[src/sv/ptts_pkg.sv]
`timescale 1ns / 1ps

package ptts_pkg;

    localparam int MAX_SLOTS = 8;
    localparam int IDX_W     = (MAX_SLOTS > 1) ? $clog2(MAX_SLOTS) : 1;
    localparam int CNT_W     = $clog2(MAX_SLOTS + 1);
    localparam int KIND_W    = 3;
    localparam int ID_W      = 4;
    localparam int PER_W     = 32;
    localparam int TICK_W    = 16;
    localparam int FIRE_W    = 8;
    localparam int CMP_W     = (CNT_W > ID_W) ? CNT_W : ID_W;
    localparam int STEP_W    = $clog2(PER_W);

    localparam logic [TICK_W-1:0] TICK_RST = TICK_W'(100);

    typedef enum logic [KIND_W-1:0] {
        K_TICK  = 3'd0,
        K_REG   = 3'd1,
        K_STOP  = 3'd2,
        K_START = 3'd3,
        K_SETP  = 3'd4
    } t_kind;

    typedef struct packed {
        logic [KIND_W-1:0] kind;
        logic [ID_W-1:0]   slot_id;
        logic [PER_W-1:0]  period_ms;
        logic              has_body;
    } t_cmd;

    typedef struct packed {
        logic [FIRE_W-1:0] fire_mask;
        logic [ID_W-1:0]   assigned_id;
        logic              accepted;
        logic              slot_stopped;
    } t_result;

    // token walking down the slot chain, one cell per cycle
    typedef struct packed {
        logic              vld;
        logic              act;
        t_kind             kind;
        logic [IDX_W-1:0]  tgt;
        logic [PER_W-1:0]  period;
        logic [TICK_W-1:0] tick;
        logic [FIRE_W-1:0] mask;
        logic              stopped;
    } t_tok;

endpackage

[src/sv/periodic_task_tick_scheduler.sv]
`timescale 1ns / 1ps

// Periodic task tick scheduler: eight task slots in a row of cells.
// Command channel: drive i_cmd and raise start; the beat is taken on an edge
// where busy is low. Kinds: tick, register, stop, start, set period.
// Every command gives one result beat on o_result, marked by o_valid for a
// single cycle; the receiver cannot stall it and must take it then.
// A command token walks the cell row one slot per cycle. For a tick, stop,
// start or set period it is registered in r_tok, then in each cell of the
// row, and o_valid is registered from the last cell's token. A register
// command first runs the period through a bit-serial remainder unit (one
// bit per cycle) to check it is a multiple of the tick length, then walks
// the row. A register rejected up front skips the remainder.
// busy stays high from accept until the result cycle; one command at a time,
// the next beat can be taken at the edge that takes the result beat.
// Config channel: i_cfg_valid / o_cfg_ready with i_cfg_data, the tick length
// in ms; o_cfg_ready is always high, write only while busy is low.
// Reset (synchronous, active low) empties the table, stops all slots and
// loads a tick length of 100 ms.
module periodic_task_tick_scheduler (
    input  logic                        i_clk,
    input  logic                        i_rst_n,
    input  logic                        start,
    output logic                        busy,
    input  ptts_pkg::t_cmd              i_cmd,
    output logic                        o_valid,
    output ptts_pkg::t_result           o_result,
    input  logic                        i_cfg_valid,
    output logic                        o_cfg_ready,
    input  logic [ptts_pkg::TICK_W-1:0] i_cfg_data
);
    import ptts_pkg::*;

    typedef enum logic [2:0] {
        S_IDLE  = 3'b001,
        S_DIV   = 3'b010,
        S_CHAIN = 3'b100
    } t_state;

    t_state            r_state;
    t_state            n_state;
    logic [TICK_W-1:0] r_tick;
    logic [CNT_W-1:0]  r_count;
    logic [CNT_W-1:0]  n_count;
    logic [PER_W-1:0]  r_period;
    logic              r_acc;
    logic              n_acc;
    logic [ID_W-1:0]   r_aid;
    logic [ID_W-1:0]   n_aid;
    t_tok              r_tok;
    t_tok              n_tok;
    logic              r_valid;
    logic              n_valid;
    t_result           r_res;
    t_result           n_res;

    t_tok              w_tok [0:MAX_SLOTS];

    logic              accept;
    logic              id_ok;
    logic              reg_ok;
    logic              div_go;
    logic              div_done;
    logic              rem_zero;
    logic [IDX_W-1:0]  id_idx;
    logic [IDX_W-1:0]  cnt_idx;
    t_kind             cmd_kind;

    assign accept   = start && !busy;
    assign cmd_kind = t_kind'(i_cmd.kind);
    assign id_ok    = (i_cmd.slot_id != '0) &&
                      (CMP_W'(i_cmd.slot_id) <= CMP_W'(r_count));
    assign id_idx   = IDX_W'(CMP_W'(i_cmd.slot_id) - CMP_W'(1));
    assign cnt_idx  = IDX_W'(r_count);
    assign reg_ok   = i_cmd.has_body && (r_tick != '0) &&
                      (i_cmd.period_ms >= PER_W'(r_tick)) &&
                      (r_count < CNT_W'(MAX_SLOTS));
    assign div_go   = accept && (cmd_kind == K_REG) && reg_ok;

    ptts_rem u_rem (
        .i_clk      (i_clk),
        .i_rst_n    (i_rst_n),
        .i_start    (div_go),
        .i_dividend (i_cmd.period_ms),
        .i_divisor  (r_tick),
        .o_done     (div_done),
        .o_rem_zero (rem_zero)
    );

    assign w_tok[0] = r_tok;

    for (genvar g = 0; g < MAX_SLOTS; g++) begin : g_cell
        ptts_cell u_cell (
            .i_clk   (i_clk),
            .i_rst_n (i_rst_n),
            .i_idx   (IDX_W'(g)),
            .i_tok   (w_tok[g]),
            .o_tok   (w_tok[g+1])
        );
    end

    always_comb begin
        n_state       = r_state;
        n_count       = r_count;
        n_acc         = r_acc;
        n_aid         = r_aid;
        n_valid       = 1'b0;
        n_res         = r_res;
        n_tok         = r_tok;
        n_tok.vld     = 1'b0;
        case (r_state)
            S_IDLE: begin
                if (accept) begin
                    n_tok.vld     = 1'b1;
                    n_tok.act     = 1'b0;
                    n_tok.kind    = cmd_kind;
                    n_tok.tgt     = id_idx;
                    n_tok.period  = i_cmd.period_ms;
                    n_tok.tick    = r_tick;
                    n_tok.mask    = '0;
                    n_tok.stopped = 1'b0;
                    n_aid         = '0;
                    n_acc         = 1'b0;
                    n_state       = S_CHAIN;
                    case (cmd_kind)
                        K_TICK: begin
                            n_tok.act = 1'b1;
                            n_acc     = 1'b1;
                        end
                        K_REG: begin
                            if (reg_ok) begin
                                n_tok.vld = 1'b0;
                                n_state   = S_DIV;
                            end
                        end
                        K_STOP, K_START, K_SETP: begin
                            n_tok.act = id_ok;
                            n_acc     = id_ok;
                        end
                        default: begin
                        end
                    endcase
                end
            end
            S_DIV: begin
                if (div_done) begin
                    n_tok.vld     = 1'b1;
                    n_tok.act     = rem_zero;
                    n_tok.kind    = K_REG;
                    n_tok.tgt     = cnt_idx;
                    n_tok.period  = r_period;
                    n_tok.tick    = r_tick;
                    n_tok.mask    = '0;
                    n_tok.stopped = 1'b0;
                    if (rem_zero) begin
                        n_acc   = 1'b1;
                        n_aid   = ID_W'(r_count + CNT_W'(1));
                        n_count = r_count + CNT_W'(1);
                    end
                    n_state = S_CHAIN;
                end
            end
            S_CHAIN: begin
                if (w_tok[MAX_SLOTS].vld) begin
                    n_valid            = 1'b1;
                    n_res.fire_mask    = w_tok[MAX_SLOTS].mask;
                    n_res.assigned_id  = r_aid;
                    n_res.accepted     = r_acc;
                    n_res.slot_stopped = w_tok[MAX_SLOTS].stopped;
                    n_state            = S_IDLE;
                end
            end
            default: begin
                n_state = S_IDLE;
            end
        endcase
    end

    always_ff @(posedge i_clk) begin
        if (!i_rst_n) begin
            r_state   <= S_IDLE;
            r_count   <= '0;
            r_tick    <= TICK_RST;
            r_valid   <= 1'b0;
            r_tok.vld <= 1'b0;
        end else begin
            r_state   <= n_state;
            r_count   <= n_count;
            r_valid   <= n_valid;
            r_tok.vld <= n_tok.vld;
            if (i_cfg_valid && o_cfg_ready) begin
                r_tick <= i_cfg_data;
            end
        end
        r_acc         <= n_acc;
        r_aid         <= n_aid;
        r_res         <= n_res;
        r_tok.act     <= n_tok.act;
        r_tok.kind    <= n_tok.kind;
        r_tok.tgt     <= n_tok.tgt;
        r_tok.period  <= n_tok.period;
        r_tok.tick    <= n_tok.tick;
        r_tok.mask    <= n_tok.mask;
        r_tok.stopped <= n_tok.stopped;
        if (accept) begin
            r_period <= i_cmd.period_ms;
        end
    end

    assign busy        = (r_state != S_IDLE);
    assign o_valid     = r_valid;
    assign o_result    = r_res;
    assign o_cfg_ready = 1'b1;

    a_count_max: assert property (@(posedge i_clk) disable iff (!i_rst_n)
        r_count <= CNT_W'(MAX_SLOTS))
        else $error("slot count above table size");

    a_one_result: assert property (@(posedge i_clk) disable iff (!i_rst_n)
        o_valid |=> !o_valid)
        else $error("back to back result beats");

    a_accept_busy: assert property (@(posedge i_clk) disable iff (!i_rst_n)
        accept |=> busy)
        else $error("busy not raised after accept");

    a_idle_no_token: assert property (@(posedge i_clk) disable iff (!i_rst_n)
        (r_state == S_IDLE) |-> !w_tok[MAX_SLOTS].vld)
        else $error("token left the chain while idle");

    a_id_acc: assert property (@(posedge i_clk) disable iff (!i_rst_n)
        (o_valid && (o_result.assigned_id != '0)) |-> o_result.accepted)
        else $error("slot id given on a rejected register");

endmodule

[src/sv/ptts_cell.sv]
`timescale 1ns / 1ps

module ptts_cell (
    input  logic                      i_clk,
    input  logic                      i_rst_n,
    input  logic [ptts_pkg::IDX_W-1:0] i_idx,
    input  ptts_pkg::t_tok            i_tok,
    output ptts_pkg::t_tok            o_tok
);
    import ptts_pkg::*;

    logic              r_used;
    logic              r_en;
    logic [PER_W-1:0]  r_period;
    logic [PER_W-1:0]  r_elapsed;
    t_tok              r_tok;

    logic              n_used;
    logic              n_en;
    logic [PER_W-1:0]  n_period;
    logic [PER_W-1:0]  n_elapsed;
    t_tok              n_tok;

    logic              hit;
    logic              fire;
    logic [PER_W-1:0]  base;
    logic [PER_W:0]    sum;

    assign hit  = i_tok.vld && i_tok.act && (i_tok.tgt == i_idx);
    assign fire = r_en && (r_elapsed >= r_period);
    assign base = fire ? '0 : r_elapsed;
    assign sum  = {1'b0, base} + (PER_W + 1)'(i_tok.tick);

    always_comb begin
        n_used    = r_used;
        n_en      = r_en;
        n_period  = r_period;
        n_elapsed = r_elapsed;
        n_tok     = i_tok;
        if (i_tok.vld) begin
            case (i_tok.kind)
                K_TICK: begin
                    if (i_tok.act && r_used) begin
                        n_elapsed  = sum[PER_W] ? '1 : sum[PER_W-1:0];
                        n_tok.mask = i_tok.mask | (FIRE_W'(fire) << i_idx);
                    end
                end
                K_REG: begin
                    if (hit) begin
                        n_used    = 1'b1;
                        n_en      = 1'b1;
                        n_period  = i_tok.period;
                        n_elapsed = '0;
                    end
                end
                K_STOP, K_START: begin
                    if (hit) begin
                        n_en = (i_tok.kind == K_START);
                    end
                end
                K_SETP: begin
                    if (hit) begin
                        n_period      = i_tok.period;
                        n_tok.stopped = !r_en;
                    end
                end
                default: begin
                end
            endcase
        end
    end

    always_ff @(posedge i_clk) begin
        if (!i_rst_n) begin
            r_used    <= 1'b0;
            r_en      <= 1'b0;
            r_tok.vld <= 1'b0;
        end else begin
            r_used    <= n_used;
            r_en      <= n_en;
            r_tok.vld <= n_tok.vld;
        end
        r_period          <= n_period;
        r_elapsed         <= n_elapsed;
        r_tok.act         <= n_tok.act;
        r_tok.kind        <= n_tok.kind;
        r_tok.tgt         <= n_tok.tgt;
        r_tok.period      <= n_tok.period;
        r_tok.tick        <= n_tok.tick;
        r_tok.mask        <= n_tok.mask;
        r_tok.stopped     <= n_tok.stopped;
    end

    assign o_tok = r_tok;

endmodule

[src/sv/ptts_rem.sv]
`timescale 1ns / 1ps

// restoring remainder, one dividend bit per cycle
module ptts_rem (
    input  logic                        i_clk,
    input  logic                        i_rst_n,
    input  logic                        i_start,
    input  logic [ptts_pkg::PER_W-1:0]  i_dividend,
    input  logic [ptts_pkg::TICK_W-1:0] i_divisor,
    output logic                        o_done,
    output logic                        o_rem_zero
);
    import ptts_pkg::*;

    logic              r_run;
    logic              r_done;
    logic [STEP_W-1:0] r_cnt;
    logic [TICK_W-1:0] r_rem;
    logic [TICK_W-1:0] r_div;
    logic [PER_W-1:0]  r_dvd;

    logic [TICK_W:0]   shifted;
    logic [TICK_W:0]   diff;
    logic [TICK_W-1:0] n_rem;

    assign shifted = {r_rem, r_dvd[PER_W-1]};
    assign diff    = shifted - {1'b0, r_div};
    assign n_rem   = diff[TICK_W] ? shifted[TICK_W-1:0] : diff[TICK_W-1:0];

    always_ff @(posedge i_clk) begin
        if (!i_rst_n) begin
            r_run  <= 1'b0;
            r_done <= 1'b0;
        end else begin
            r_done <= r_run && (r_cnt == '0);
            if (i_start) begin
                r_run <= 1'b1;
            end else if (r_run && (r_cnt == '0)) begin
                r_run <= 1'b0;
            end
        end
        if (i_start) begin
            r_rem <= '0;
            r_div <= i_divisor;
            r_dvd <= i_dividend;
            r_cnt <= STEP_W'(PER_W - 1);
        end else if (r_run) begin
            r_rem <= n_rem;
            r_dvd <= {r_dvd[PER_W-2:0], 1'b0};
            r_cnt <= r_cnt - STEP_W'(1);
        end
    end

    assign o_done     = r_done;
    assign o_rem_zero = (r_rem == '0);

endmodule
[config.mk]
export PLATFORM = sky130hd
export DESIGN_NAME = periodic_task_tick_scheduler
export DESIGN_NICKNAME = d
export VERILOG_FILES = /design/src/sv/ptts_pkg.sv /design/src/sv/periodic_task_tick_scheduler.sv /design/src/sv/ptts_cell.sv /design/src/sv/ptts_rem.sv
export SDC_FILE = /design/constraint.sdc
export NUM_CORES = 2
export LEC_CHECK = 0
export ABC_AREA = 1
export CORE_MARGIN = 10
export CORE_UTILIZATION = 45
export DETAILED_ROUTE_END_ITERATION = 8
export DONT_BUFFER_PORTS = 1
export HOLD_SLACK_MARGIN = 0.12
export PLACE_DENSITY = 0.58
export SETUP_SLACK_MARGIN = 0.05
export SYNTH_ARGS = -nofsm -noshare
export SYNTH_HDL_FRONTEND = slang
export SYNTH_SLANG_ARGS = --single-unit
[constraint.sdc]
create_clock -name i_clk -period 5.9 [get_ports i_clk]
set_input_delay 0.295 -clock i_clk [delete_from_list [all_inputs] [get_ports i_clk]]
set_output_delay 0.295 -clock i_clk [all_outputs]
set_load 0.005 [all_outputs]
==> reports/qor.yml <==
outcome:
  status: "completed"
sta:
  hold_viol_final: 0
  fmax_mhz: 191
  finalCritPeriodShare_pct: 88.7
  finalSetupTns_ns: 0
  finalClockSkew_ns: 0.0352
  relSlewSlack_pct: 9.50
  worst_hold_slack_ns: 0.203
  period_minus_slack_ns: 5.24
  tightest_slew_ns: 1.35
  rsz0062_at_grt: "false"
  setup_viol: 0
  setup_ws_ns: 0.665
  drv_slew: 0
finish:
  final_common_cell: "nand2_1"
  antennaDiodeCount: 0
  final_cells: 7175
  synthToLayoutAreaGrowth_pct: 11.7
  final-seq-area_mm2: 0.0300
  multi_input_area_mm2: 0.0198
  final_layout_size_suffix_gt1_share_pct: 6.99
  post-route-util_pct: 50.6
  n_fill_cell: 10704
  nets: 6026
  final_cell_mix: "nand2_1, inv_1, edfxtp_1"
grt:
  grt_pass1_wl_um: 190000
  overflow: 0
  grt_usage_pct: 17.7
  antenna_found_initial: 0
  grt_max_degree: 56
  grt_pass1_vias: 35954
clocking:
  cts_made_buffers: 119
  root_buffer: "clkbuf_16"
  clock_sinks: 1167
  cts_max_level: 3
  cts-resized-gates: 0
  worstSkewPairLatency_ns: 0.74
  cts_setup_buffers: 0
  cts.clk_slew.worst_paths_ns: 0.06
  cts_tree: "yes"
  max-clock-path-buffers: 3
drt:
  routed_wl_um: 118000
  via_count: 35768
  drt_iter0_drc: 1969
  via_per_inst: 4.99
  wire_per_inst_um: 16.4
  antenna_left: 0
  dr.pass1.iters: 6
  drc: 0
yosys:
  syn_avg_cell_area_um2: 9.89
  synth-warning-count: 0
  synth.distinct_cells: 62
  synth-seq-cells: 1167
  netlist_area_mm2: 0.0535
  ys_async_sr_fraction_pct: 0
  netlist_instances: 5409
  synthFlopType: "edfxtp_1"
  syn-num-nets: 5901
  synth_edf_count: 666
  seq_area_frac_synth_pct: 56.1
job:
  maxCapViolCount: 0
floorplanning:
  dieArea_mm2: 0.133
  core_area_mm2: 0.118
  initial_utilization_pct: 45.3
  die_w_um: 365
  num_rows: 126
  ios: 77
  die_h_um: 365
worst_setup_path:
  worstPathRequired_ns: 6.44
  critPathMaxFanout: 30
  worstPathArrival_ns: 5.77
  critPathCaptureType: "flip-flop"
  crit_type: "reg -> reg"
  start_kind: "flip-flop"
pwr:
  leakagePower_nw: 26.3
  p_switching_mw: 4.50
  p_per_area_mw_per_mm2: 311
  p_seq_share_pct: 50.7
  p_int_mw: 14.1
  ir_drop_v: 0.000284
  combinationalPowerShare_pct: 8.9
  sw_frac_of_total_pct: 24.2
  pwr-share-clk_pct: 40.4
placed_design:
  dp_cells: 6887
  portBuffers: 0
  place_congestion: 0.854
  dp_slack_ns: 0.572
  dpl.hpwl_um: 88900
min_path:
  min_path_type: "in -> reg"
## state kept, by name, summed over array words and instances, names as in the netlist, 8 cells and up
signal,flops
u_rem.r_div,16
u_rem.r_rem,16
g_cell.u_cell.r_elapsed,256
g_cell.u_cell.r_used,8
g_cell.u_cell.r_period,256
g_cell.u_cell.o_tok,437
u_rem.r_dvd,32
g_cell.u_cell.r_en,8
r_tick,16
r_period,32
o_result,14
r_tok,56
## path summary, 6_finish.rpt
path / start / endpoint / slack (ns) / depth (start not counted)
setup / recovery: g_cell[7].u_cell.r_elapsed[15] / g_cell[7].u_cell.r_elapsed[4] / 0.66 / 23
hold / removal: i_cmd[25] / r_period[24] / 0.20 / 1
setup reg to reg: g_cell[7].u_cell.r_elapsed[15] / g_cell[7].u_cell.r_elapsed[4] / 0.66 / 23
hold reg to reg: g_cell[4].u_cell.o_tok[48] / g_cell[5].u_cell.o_tok[48] / 0.32 / 0
## power by group through the flow
stage | Clock (mW) | Combinational, mW | Sequential, mW
floorplan | 0 | 1.28 | 9.44
global placement | 0 | 1.58 | 9.60
detailed placement | 0 | 1.60 | 9.61
CTS | 7.71 | 1.65 | 9.44
global route | 8.05 | 1.89 | 9.48
finish | 7.52 | 1.65 | 9.44
## layout make-up
cell class / instances / share of cell area [%]
Sequential cell: 1167 / 50.2
Multi-Input combinational cell: 3300 / 33.0
Clock buffer: 167 / 5.72
Inverter: 843 / 5.29
Tap cell: 1536 / 3.21
Timing Repair Buffer: 103 / 1.59
Clock inverter: 59 / 0.904
## per-layer routing
layer  vias to the layer above  track usage, %  wire length [um]
met4                         0            5.96              3940
met3                       213            2.67              4030
met2                       610            31.6             58100
met5                         -               0                 0
met1                     16662            21.7             51900
li1                      18283               -                 -
## worst max-delay path, cell delays in order (launching register included)
cell and delay, ns:
edfxtp_1 0.39, ha_1 0.31, nand2_1 0.07, nor2_1 0.20, nand2_1 0.10, nor2_1 0.11, nor2_1 0.05, nand2_1 0.12
nand2_1 0.07, nand2_1 0.07, nand2_2 0.05, inv_1 0.60, nor2_1 0.09, ha_1 0.37, nand3_1 0.09, nand2_1 0.10
a21oi_1 0.12, o21bai_2 0.23, a21boi_1 0.16, o21ai_2 0.28, nand2_2 0.13, nor2_4 0.14, nand4_2 0.73, a21oi_1 0.41
## through the flow
step                      instance area (um^2)  total power, mW
after floorplan                          53500             10.7
after global placement                   55200             11.2
after detailed placement                 55200             11.2
after CTS                                59800             18.8
after global routing                     59800             19.4
final                                    59800             18.6
## cells by family (layout without fill, tap and decap cells)
| family | Yosys count | after routing | share of synthesized area (%) |
|---|---|---|---|
| adders and majority gates | 432 | 432 | 10.2 |
| xor gates and xnor gates | 186 | 186 | 3.04 |
| other | 1 | 1 | 0.00701 |
| and+or+nand+nor | 1853 | 1853 | 14.9 |
| AOI/OAI and AO/OA | 828 | 828 | 8.68 |
| buffers and inverters | 942 | 1172 | 7.02 |
| DFF | 1167 | 1167 | 56.1 |
## Yosys cell counts (all sizes together), types with 50 or more instances
cell type | instances | area, um^2
dfxtp | 501 | 10000
buf | 50 | 409
nand3 | 263 | 1420
nor2 | 511 | 2070
nand4 | 54 | 359
xnor2 | 104 | 911
xor2 | 82 | 718
a21oi | 504 | 2680
ha | 423 | 5290
o21ai | 193 | 988
nand2 | 948 | 3640
edfxtp | 666 | 20000
inv | 836 | 3140
## repair_timing
| item | CTS | global route |
|---|---|---|
| endpoints found under the setup margin | 0 | 0 |
| hold buffers | 62 | 0 |
| hold endpoints to repair | 158 | 0 |
Power figures use the tool's default switching activity.
